### config.mk
export PLATFORM = sky130hd
export DESIGN_NAME = lru_recency_tracker
export DESIGN_NICKNAME = d
export VERILOG_FILES = /design/src/lrt_pkg.sv /design/src/lru_recency_tracker.sv /design/src/lrt_cell.sv
export SDC_FILE = /design/constraint.sdc
export NUM_CORES = 1
export LEC_CHECK = 0
export BUFFER_PORTS_ARGS = -buffer_cell sky130_fd_sc_hd__buf_2
export CORE_ASPECT_RATIO = 1.1
export CORE_UTILIZATION = 54
export CTS_CLUSTER_DIAMETER = 200
export CTS_CLUSTER_SIZE = 20
export DETAILED_ROUTE_END_ITERATION = 12
export HOLD_SLACK_MARGIN = 0.03
export PLACE_DENSITY = 0.7
export SLEW_MARGIN = 40
export SYNTH_ARGS = -nofsm -noshare
export SYNTH_HDL_FRONTEND = slang
export SYNTH_SLANG_ARGS = --single-unit
### constraint.sdc
create_clock -name clk -period 5.2 [get_ports clk]
set_clock_uncertainty 0.05 [all_clocks]
set_input_delay 0.26 -clock clk [delete_from_list [all_inputs] [get_ports clk]]
set_output_delay 0.26 -clock clk [all_outputs]
set_load 0.02 [all_outputs]
### src/lrt_pkg.sv
package lrt_pkg;

  typedef enum logic [2:0] {
    ST_ADDED   = 3'd0,
    ST_HIT     = 3'd1,
    ST_EVICTED = 3'd2,
    ST_EMPTY   = 3'd3,
    ST_FULL    = 3'd4
  } status_t;

  localparam int unsigned OUT_KEY_BITS = 32;

  // request decoded once at the top and broadcast along the row
  typedef struct packed {
    logic en;
    logic evict;
    logic hit;
    logic add;
  } cell_cmd_t;

endpackage

### src/lru_recency_tracker.sv
// LRU list of up to ENTRIES distinct keys, oldest first. Each beat on the
// input is a touch (append a new key unless full, or move a held key to the
// newest place) or an evict (remove and return the oldest key, if any), and
// gives exactly one result beat. Each cell of the row compares its key with
// the request in parallel and takes its neighbour's key in the same edge, so
// a new beat is taken every cycle while the result register is free or being
// drained. Result appears the cycle after acceptance.
module lru_recency_tracker
  import lrt_pkg::*;
#(
  parameter int unsigned ENTRIES  = 16,
  parameter int unsigned KEY_BITS = 32
) (
  input  logic        clk,
  input  logic        rst_n,
  input  logic        in_valid,
  output logic        in_ready,
  input  logic        in_req_type,
  input  logic [31:0] in_key,
  output logic        out_valid,
  input  logic        out_ready,
  output logic [2:0]  out_status,
  output logic [31:0] out_evicted_key
);

  logic [KEY_BITS-1:0] req_key;
  logic [KEY_BITS-1:0] keys_w [0:ENTRIES];
  logic [ENTRIES:0]    valid_w;
  logic [ENTRIES:0]    pass_w;
  logic                accept;
  logic                empty;
  logic                full;
  logic                hit;
  cell_cmd_t           cmd;

  logic                     out_valid_r, out_valid_nxt;
  status_t                  status_r, status_nxt;
  logic [OUT_KEY_BITS-1:0]  evk_r, evk_nxt;

  assign req_key = KEY_BITS'(in_key);
  assign in_ready = ~out_valid_r | out_ready;
  assign accept   = in_valid & in_ready;

  assign keys_w[ENTRIES]  = '0;
  assign valid_w[ENTRIES] = 1'b0;
  assign pass_w[0]        = 1'b0;

  assign empty = ~valid_w[0];
  assign full  = valid_w[ENTRIES-1];
  assign hit   = pass_w[ENTRIES];

  assign cmd.en    = accept;
  assign cmd.evict = in_req_type;
  assign cmd.hit   = ~in_req_type & hit;
  assign cmd.add   = ~in_req_type & ~hit & ~full;

  for (genvar i = 0; i < ENTRIES; i++) begin : g_cell
    logic prev_v;
    if (i == 0) begin : g_first
      assign prev_v = 1'b1;
    end else begin : g_rest
      assign prev_v = valid_w[i-1];
    end
    lrt_cell #(
      .KEY_BITS (KEY_BITS)
    ) u_cell (
      .clk        (clk),
      .rst_n      (rst_n),
      .cmd        (cmd),
      .req_key    (req_key),
      .next_key   (keys_w[i+1]),
      .next_valid (valid_w[i+1]),
      .prev_valid (prev_v),
      .pass_in    (pass_w[i]),
      .key_o      (keys_w[i]),
      .valid_o    (valid_w[i]),
      .pass_out   (pass_w[i+1])
    );
  end

  always_comb begin
    out_valid_nxt = out_valid_r;
    status_nxt    = status_r;
    evk_nxt       = evk_r;
    if (out_valid_r && out_ready) begin
      out_valid_nxt = 1'b0;
    end
    if (accept) begin
      out_valid_nxt = 1'b1;
      evk_nxt       = '0;
      if (in_req_type) begin
        if (empty) begin
          status_nxt = ST_EMPTY;
        end else begin
          status_nxt = ST_EVICTED;
          evk_nxt    = OUT_KEY_BITS'(keys_w[0]);
        end
      end else if (hit) begin
        status_nxt = ST_HIT;
      end else if (full) begin
        status_nxt = ST_FULL;
      end else begin
        status_nxt = ST_ADDED;
      end
    end
  end

  always_ff @(posedge clk) begin
    if (!rst_n) begin
      out_valid_r <= 1'b0;
    end else begin
      out_valid_r <= out_valid_nxt;
    end
  end

  always_ff @(posedge clk) begin
    status_r <= status_nxt;
    evk_r    <= evk_nxt;
  end

  assign out_valid       = out_valid_r;
  assign out_status      = status_r;
  assign out_evicted_key = evk_r;

endmodule

### src/lrt_cell.sv
module lrt_cell
  import lrt_pkg::*;
#(
  parameter int unsigned KEY_BITS = 32
) (
  input  logic                clk,
  input  logic                rst_n,
  input  cell_cmd_t           cmd,
  input  logic [KEY_BITS-1:0] req_key,
  input  logic [KEY_BITS-1:0] next_key,
  input  logic                next_valid,
  input  logic                prev_valid,
  input  logic                pass_in,
  output logic [KEY_BITS-1:0] key_o,
  output logic                valid_o,
  output logic                pass_out
);

  logic [KEY_BITS-1:0] key_r, key_nxt;
  logic                valid_r, valid_nxt;
  logic                match;
  logic                newest;
  logic                slot;

  assign match    = valid_r && (key_r == req_key);
  assign pass_out = pass_in | match;
  assign newest   = valid_r & ~next_valid;
  // first free position
  assign slot     = ~valid_r & prev_valid;

  always_comb begin
    key_nxt   = key_r;
    valid_nxt = valid_r;
    if (cmd.en) begin
      if (cmd.evict) begin
        key_nxt   = next_key;
        valid_nxt = next_valid;
      end else if (cmd.hit) begin
        // cells from the hit onwards move one towards the oldest end
        if (pass_out) begin
          key_nxt = newest ? req_key : next_key;
        end
      end else if (cmd.add && slot) begin
        key_nxt   = req_key;
        valid_nxt = 1'b1;
      end
    end
  end

  always_ff @(posedge clk) begin
    if (!rst_n) begin
      valid_r <= 1'b0;
    end else begin
      valid_r <= valid_nxt;
    end
  end

  always_ff @(posedge clk) begin
    key_r <= key_nxt;
  end

  assign key_o   = key_r;
  assign valid_o = valid_r;

endmodule

==> reports/metrics.yaml, run 1 <==
synthesis:
  postSynth.topFlopCell: "sky130_fd_sc_hd__edfxtp_1"
  yosysUniqueCellTypes: 46
  synthesis.area_mm2: 0.0338
  post_synth_edffs: 547
  postSynthNetCount: 3296
  synthesis.area_per_instance_um2: 10.4
  ys_seq_elements: 564
  postSynth.asyncResetShare_pct: 0
  netlist_instances: 3259
  yosysWarningCount: 0
  synth_sequential_area_ratio_pct: 49.6
pwr:
  share_comb_of_total_power_pct: 16.5
  net-switching-power_mw: 2.85
  power.share.clock_pct: 28.4
  power.share.sequential_pct: 55.1
  vdd_ir_drop_max_mv: 0.196
  power.static_leakage_nw: 12.6
  power_switching_share_pct: 28.6
  cellPowerDensity_mw_per_mm2: 278
  internal_pwr_total_mw: 7.09
setup_path:
  start_kind: "flop"
  critical_path.reg2reg.startpoint: "g_cell[5].u_cell.key_o[8]"
  classification_of_the_worst_setup_path: "reg2reg"
  worstSetupEndpointType: "flop"
  timing.reg2reg.worst_path_depth: 10
  ff2ff_setup_slack_ps: 1230
  timing.critical_path.required_ps: 5390
  worst_flop_to_flop_path_endpoint: "g_cell[5].u_cell.key_o[26]"
  crit_path_max_fanout: 42
  cp.arrival_ps: 4160
die:
  die_span_in_y_um: 264
  die_width_um: 241
  core_region_area_mm2: 0.0615
  std_cell_rows: 95
  die_area_mm2: 0.0636
  pin_count: 74
  starting_density_of_the_core_pct: 55.0
clock_network:
  clock_insertion_delay_worst_skew_ps: 590
  cts_num_sinks: 564
  clock-root-buffer: "sky130_fd_sc_hd__clkbuf_16"
  post-cts-setup-buffer-count: 0
  tritoncts: "yes"
  cts-resized-gates: 0
  worst_setup_hold_path_clk_slew_ps: 90
  cts_max_level: 2
  cts_buffers: 34
  clockBufferDepth: 3
sta:
  timing_hold_violations_final: 0
  fin_crit_ps: 3970
  tightest_slew_ps: 909
  final.period_utilization_pct: 76.4
  achievable-frequency_ghz: 0.252
  timing.setup.tns_ps: 0
  relSlewSlack_pct: 38.8
  finalSetupViolations: 0
  final.setup.worst_slack_ps: 1230
  timing.hold.ws_ps: 65.5
  rsz_0062_raised_after_global_routing: "false"
  report.final.slew_viol_count: 0
global_routing:
  grtUsageTotal_pct: 35.3
  grt_antenna_before_repair: 3
  grt_remaining_overflow: 0
  grt_first_pass_wirelength_mm: 164
  first_global_vias: 25428
  grt_start_max_net_pins: 146
routing:
  drt-total-wl_mm: 112
  viasPerCell: 6.54
  antenna_violating_nets_post_route: 0
  first_iter_violations: 3284
  routed_wire_length_per_instance_um: 28.1
  vias_after_detailed_routing: 26198
  detailed_route_drc_error_count: 0
  detailedRoute.firstPassIterationCount: 5
hold_path:
  min_path_type: "in2reg"
  hold_path_end: "g_cell[3].u_cell.valid_o"
  hold_path_startpoint: "rst_n"
  hold_path_depth: 3
run_status:
  outcome: "completed"
placement:
  final_weighted_congestion_in_routability_driven_placement: 1.10
  post-place-ws_ps: 847
  portBuffers: 73
  post_detail_place_hpwl_mm: 83.6
cells_and_area:
  final_net_count: 3204
  post-route-util_pct: 58.2
  drive_gt1_share_pct: 15.5
  layout-area-overhead-vs-synth_pct: 5.74
flow_run:
  maxCapViolCount: 0
## power by group through the flow
stage                     Clock, mW  Sequential [mW]  Combinational, mW
after CTS                      2.81             5.48               1.60
after global placement            0             5.57               1.55
after floorplan                   0             5.56               1.04
after detailed placement          0             5.58               1.59
final                          2.82             5.48               1.64
after global routing           2.95             5.51               1.71
## logic make-up after synthesis
logic type             synth area share [%]
AND/OR/NAND/NOR                        17.3
AO/OA/AOI/OAI                          13.7
multiplexers                           1.10
XOR/XNOR                               13.3
buffers and inverters                  5.05
flip-flops                             49.6
## worst max-delay path, stage by stage (launching register included)
cell and delay [ps]:
sky130_fd_sc_hd__edfxtp_1 420, sky130_fd_sc_hd__xor2_1 620, sky130_fd_sc_hd__nor4_1 210, sky130_fd_sc_hd__nand3_1 140, sky130_fd_sc_hd__nor3_1 60, sky130_fd_sc_hd__nand3b_1 220
sky130_fd_sc_hd__nor2_4 140, sky130_fd_sc_hd__buf_4 530, sky130_fd_sc_hd__nand3_1 500, sky130_fd_sc_hd__a31oi_4 320, sky130_fd_sc_hd__buf_4 410
## how the worst max path moves through the flow
stage / start / endpoint / slack [ps] / cells past startpoint
3_5_place_dp: in_key[6] / g_cell[5].u_cell.key_o[8] / 850 / 12
4_1_cts: g_cell[5].u_cell.key_o[6] / g_cell[5].u_cell.key_o[26] / 1370 / 10
6_report: g_cell[5].u_cell.key_o[8] / g_cell[5].u_cell.key_o[26] / 1230 / 10
3_3_place_gp: in_key[6] / g_cell[13].u_cell.key_o[5] / 860 / 11
2_1_floorplan: in_key[15] / g_cell[1].u_cell.key_o[0] / 90 / 12
5_1_grt: g_cell[8].u_cell.key_o[16] / g_cell[11].u_cell.key_o[7] / 1190 / 9
## stage by stage
step                      area (µm²)  cells  power (mW)
after floorplan                33800   3259        6.60
after detailed placement       34700   3952        7.17
after global routing           35700   4005        10.2
after global placement         34600   3948        7.12
final                          35700   4005        9.94
after CTS                      35700   4002        9.89
## metal layers
metal | vias up | share of wire [%] | GRT usage, %
met3 | 377 | 7.6 | 3.30
met1 | 12821 | 35 | 42.2
met2 | 1628 | 47 | 56.9
met4 | 0 | 10 | 30.7
met5 | - | 0 | 0
li1 | 11372 | - | -
## state kept, by name, summed over array words and instances, names as in the netlist
name and flops:
g_cell.u_cell.key_o 512, g_cell.u_cell.valid_o 16, out_evicted_key 32, out_status 3
out_valid 1
## what timing repair did
item	CTS	global route
endpoints found under the setup margin	0	0
hold endpoints to repair	1	0
hold buffers	2	0
## cell usage after synthesis (24+ instances only)
cell type	n	area, µm²
sky130_fd_sc_hd__mux2_2	33	372
sky130_fd_sc_hd__buf_2	74	370
sky130_fd_sc_hd__nand2_1	953	3580
sky130_fd_sc_hd__xnor2_1	228	2000
sky130_fd_sc_hd__buf_4	55	413
sky130_fd_sc_hd__o211ai_2	168	2100
sky130_fd_sc_hd__xor2_1	284	2490
sky130_fd_sc_hd__edfxtp_1	547	16400
sky130_fd_sc_hd__nor2_1	27	101
sky130_fd_sc_hd__nand3_1	26	130
sky130_fd_sc_hd__buf_6	24	270
sky130_fd_sc_hd__clkbuf_1	151	567
sky130_fd_sc_hd__nand4_1	81	507
sky130_fd_sc_hd__nor2b_1	65	407
sky130_fd_sc_hd__nor4_1	73	457
sky130_fd_sc_hd__and3_1	35	219
sky130_fd_sc_hd__o211ai_1	281	2110
## layout make-up
cell class / count / area, µm²
tap: 824 / 1030
clock inverter: 2 / 25.0
fill: 5074 / 25700
multi-input combinational: 2368 / 15600
sequential: 564 / 16800
clock buffer: 46 / 917
antenna: 2 / 5.00
inverter: 20 / 75.1
timing repair buffer: 179 / 1280
## layout by cell type (no fill, tap or decap), types with 4 or more instances in the layout
master,netlist,routed
sky130_fd_sc_hd__nand2_1,953,943
sky130_fd_sc_hd__edfxtp_1,547,547
sky130_fd_sc_hd__xor2_1,284,284
sky130_fd_sc_hd__o211ai_1,281,281
sky130_fd_sc_hd__xnor2_1,228,228
sky130_fd_sc_hd__o211ai_2,168,168
sky130_fd_sc_hd__buf_4,55,94
sky130_fd_sc_hd__nand4_1,81,81
sky130_fd_sc_hd__nor4_1,73,73
sky130_fd_sc_hd__buf_2,74,73
sky130_fd_sc_hd__nor2b_1,65,56
sky130_fd_sc_hd__clkbuf_16,0,35
sky130_fd_sc_hd__and3_1,35,34
sky130_fd_sc_hd__mux2_2,33,33
sky130_fd_sc_hd__nand3_1,26,26
sky130_fd_sc_hd__nor3_1,19,19
sky130_fd_sc_hd__nand4_2,18,18
sky130_fd_sc_hd__inv_1,19,17
sky130_fd_sc_hd__dfxtp_1,17,17
sky130_fd_sc_hd__o21ai_0,15,15
sky130_fd_sc_hd__nor2_2,0,14
sky130_fd_sc_hd__o41ai_1,14,14
sky130_fd_sc_hd__nor2_1,27,11
sky130_fd_sc_hd__clkbuf_1,151,11
sky130_fd_sc_hd__nand2_2,0,10
sky130_fd_sc_hd__a21oi_4,0,9
sky130_fd_sc_hd__a41o_1,5,5
sky130_fd_sc_hd__nor2b_2,0,5
sky130_fd_sc_hd__buf_12,0,5
sky130_fd_sc_hd__or3_1,4,4
sky130_fd_sc_hd__nor2b_4,0,4
(Power assumes the default switching activity.)
==> run 2, diff against run 1 <==
Clock period 5.2 ns to 3.3 ns, I/O delays scaled along.
==> reports/metrics.yaml, run 2 (synthesis gave the netlist of run 1 again) <==
run_status:
  outcome: "finished, violations left"
  failed_checks: "negative setup slack"
cells_and_area:
  post-route-util_pct: 64.7  # +6.5 points
  layout-area-overhead-vs-synth_pct: 17.6
  final_net_count: 3531  # +10%
  largest_reg_flops: 512  # unchanged
  stdcell_count: 4332  # +8.2%
  drive_gt1_share_pct: 24.2  # +8.7 points
  final_common_cell: "sky130_fd_sc_hd__nand2_1"
  layout.cell_area.non_filler_mm2: 0.0397  # +11%
  layout.cells.most_common_list: "948 x sky130_fd_sc_hd__nand2_1, 547 x sky130_fd_sc_hd__edfxtp_1, 317 x sky130_fd_sc_hd__buf_4, 281 x sky130_fd_sc_hd__o211ai_1, 279 x sky130_fd_sc_hd__xor2_1"
setup_path:
  worstPathCellList: "xor2_2 > nor4_2 > buf_4 > nand4_1 > or4_4 > nand3b_1 > nor2_4 > and3_4 > buf_6 > a21oi_4 > buf_12 > clkbuf_16"
  timing.reg2reg.worst_path_depth: 12  # +2
  ff2ff_setup_slack_ps: -150  # -1380 ps
  crit_path_max_fanout: 8  # -81%
  timing.critical_path.required_ps: 3550  # -1840 ps
  classification_of_the_worst_setup_path: "reg2reg"
  cp.arrival_ps: 3700  # -460 ps
  start_kind: "flop"
  critical-path-slowest-cell: "sky130_fd_sc_hd__or4_4"
  critical-path-max-stage-delay_ps: 540  # -80 ps
  critical_path.reg2reg.startpoint: "g_cell[6].u_cell.key_o[27]"
  critical_path_buf_inv_count: 4  # +2
  worstSetupEndpointType: "flop"
  timing.critical_path.max_delay_family: "simple AND/OR/NAND/NOR gates"
  worst_flop_to_flop_path_endpoint: "g_cell[10].u_cell.key_o[29]"
pwr:
  finalPower_mw: 16.3  # +64%
  cellPowerDensity_mw_per_mm2: 411  # +48%
  power.static_leakage_nw: 14.8  # +17%
  vdd_ir_drop_max_mv: 0.435  # +120%
hold_path:
  hold_path_end: "g_cell[13].u_cell.key_o[25]"
  hold_path_depth: 3  # unchanged
  min_path_type: "in2reg"
  hold_path_startpoint: "in_key[25]"
clock_network:
  cts_num_sinks: 564  # unchanged
  clock-root-buffer: "sky130_fd_sc_hd__clkbuf_16"
  clockBufferDepth: 3  # unchanged
  worst_setup_hold_path_clk_slew_ps: 90  # about the same
  clock_insertion_delay_worst_skew_ps: 610  # +20 ps
  cts_buffers: 34  # unchanged
  tritoncts: "yes"
  cts_max_level: 2  # unchanged
placement:
  final_weighted_congestion_in_routability_driven_placement: 1.02  # -7.3%
  post-place-ws_ps: -674  # -1520 ps
  portBuffers: 73  # unchanged
  dpl_cell_area_mm2: 0.0380  # +9.4%
  placed_cells_incl_taps: 4262  # +7.8%
  post_detail_place_hpwl_mm: 91.1  # +9.0%
die:
  core_region_area_mm2: 0.0615  # unchanged
  starting_density_of_the_core_pct: 55.0  # unchanged
  die_span_in_y_um: 264  # unchanged
  die_area_mm2: 0.0636  # unchanged
  std_cell_rows: 95  # unchanged
  die_width_um: 241  # unchanged
  pin_count: 74  # unchanged
sta:
  fin_crit_ps: 3450  # -525 ps
  final.period_utilization_pct: 104  # +28 points
  timing_hold_violations_final: 0  # unchanged
  tightest_slew_ps: 849  # -60.6 ps
  relSlewSlack_pct: 42.9  # +4.1 points
  report.final.slew_viol_count: 0  # unchanged
  final.setup.worst_slack_ps: -146  # -1380 ps
  achievable-frequency_ghz: 0.290  # +15%
  timing.hold.ws_ps: 93.1  # +27.6 ps
  rsz_0062_raised_after_global_routing: "true"
  finalSetupViolations: 393  # +393
  timing.setup.tns_ps: -18060  # -18060 ps
global_routing:
  grt_first_pass_wirelength_mm: 177  # +7.5%
  grtUsageTotal_pct: 38.0  # +2.7 points
  grt_remaining_overflow: 0  # unchanged
  grt_antenna_before_repair: 1  # -2
  first_global_vias: 26880  # +5.7%
  grt_start_max_net_pins: 51  # -65%
routing:
  detailed_route_drc_error_count: 0  # unchanged
  viasPerCell: 6.33  # -3.3%
  antenna_violating_nets_post_route: 0  # unchanged
  drt-total-wl_mm: 120  # +7.1%
  first_iter_violations: 3174  # -3.3%
  vias_after_detailed_routing: 27416  # +4.6%
  routed_wire_length_per_instance_um: 27.8  # -0.99%
  detailedRoute.firstPassIterationCount: 6  # +1
flow_run:
  maxCapViolCount: 0  # unchanged
## run 2: changes by cell type in the layout (fill, tap and decap cells not counted), moves of 11 or more
cell | previous run | this run
sky130_fd_sc_hd__xnor2_1 | 228 | 216
sky130_fd_sc_hd__nor4_2 | 0 | 11
sky130_fd_sc_hd__buf_12 | 5 | 90
sky130_fd_sc_hd__nor4_1 | 73 | 56
sky130_fd_sc_hd__xnor2_2 | 0 | 11
sky130_fd_sc_hd__buf_4 | 94 | 317
## run 2: cell type report
class | count | area [µm²]
Sequential cell | 564 | 16800
Multi-Input combinational cell | 2368 | 16000
Inverter | 20 | 75.1
Clock inverter | 4 | 50.0
Clock buffer | 45 | 892
Timing Repair Buffer | 506 | 4950
Fill cell | 4847 | 21700
Antenna cell | 1 | 2.50
Tap cell | 824 | 1030
## run 2: worst max-delay path by stage
stage / from / endpoint / cells after the start
after floorplan: in_key[26] / g_cell[13].u_cell.key_o[0] / 12
after global placement: in_key[7] / g_cell[6].u_cell.key_o[10] / 14
after detailed placement: g_cell[11].u_cell.key_o[29] / g_cell[6].u_cell.key_o[10] / 10
after CTS: g_cell[15].u_cell.key_o[12] / g_cell[5].u_cell.key_o[16] / 13
after global routing: g_cell[6].u_cell.key_o[27] / g_cell[10].u_cell.key_o[29] / 12
final: g_cell[6].u_cell.key_o[27] / g_cell[10].u_cell.key_o[29] / 12
## run 2: worst reg2reg max path: cells and delay by family, from the launching register on
kind / cells / cell delay [ps]
xor+xnor: 1 / 220
buf+inv: 4 / 670
simple gates: 6 / 1620
compound gates: 1 / 140
flops: 1 / 440
## run 2: repair_timing
item                       in CTS  in global routing
hold buffers                    5                  0
setup endpoints to repair    1041                949
hold endpoints to repair       19                  0
gates resized for setup        44                 33
setup buffers                   3                  6
pin swaps                       8                 13
cloned                          2                  6
## run 2: where the power goes
part | total, mW | switching [mW] | internal, mW
registers | 8.64 | 0.277 | 8.37
clock network | 4.47 | 2.53 | 1.93
logic | 3.21 | 1.92 | 1.28
total | 16.3 | 4.73 | 11.6
## run 2: per-layer routing
layer,up-vias,track usage [%],wire (µm)
met5,-,0,0
met4,0,34.1,12900
met3,419,3.86,8850
met2,1620,60.6,56500
met1,13337,45.5,42200
li1,12040,-,-
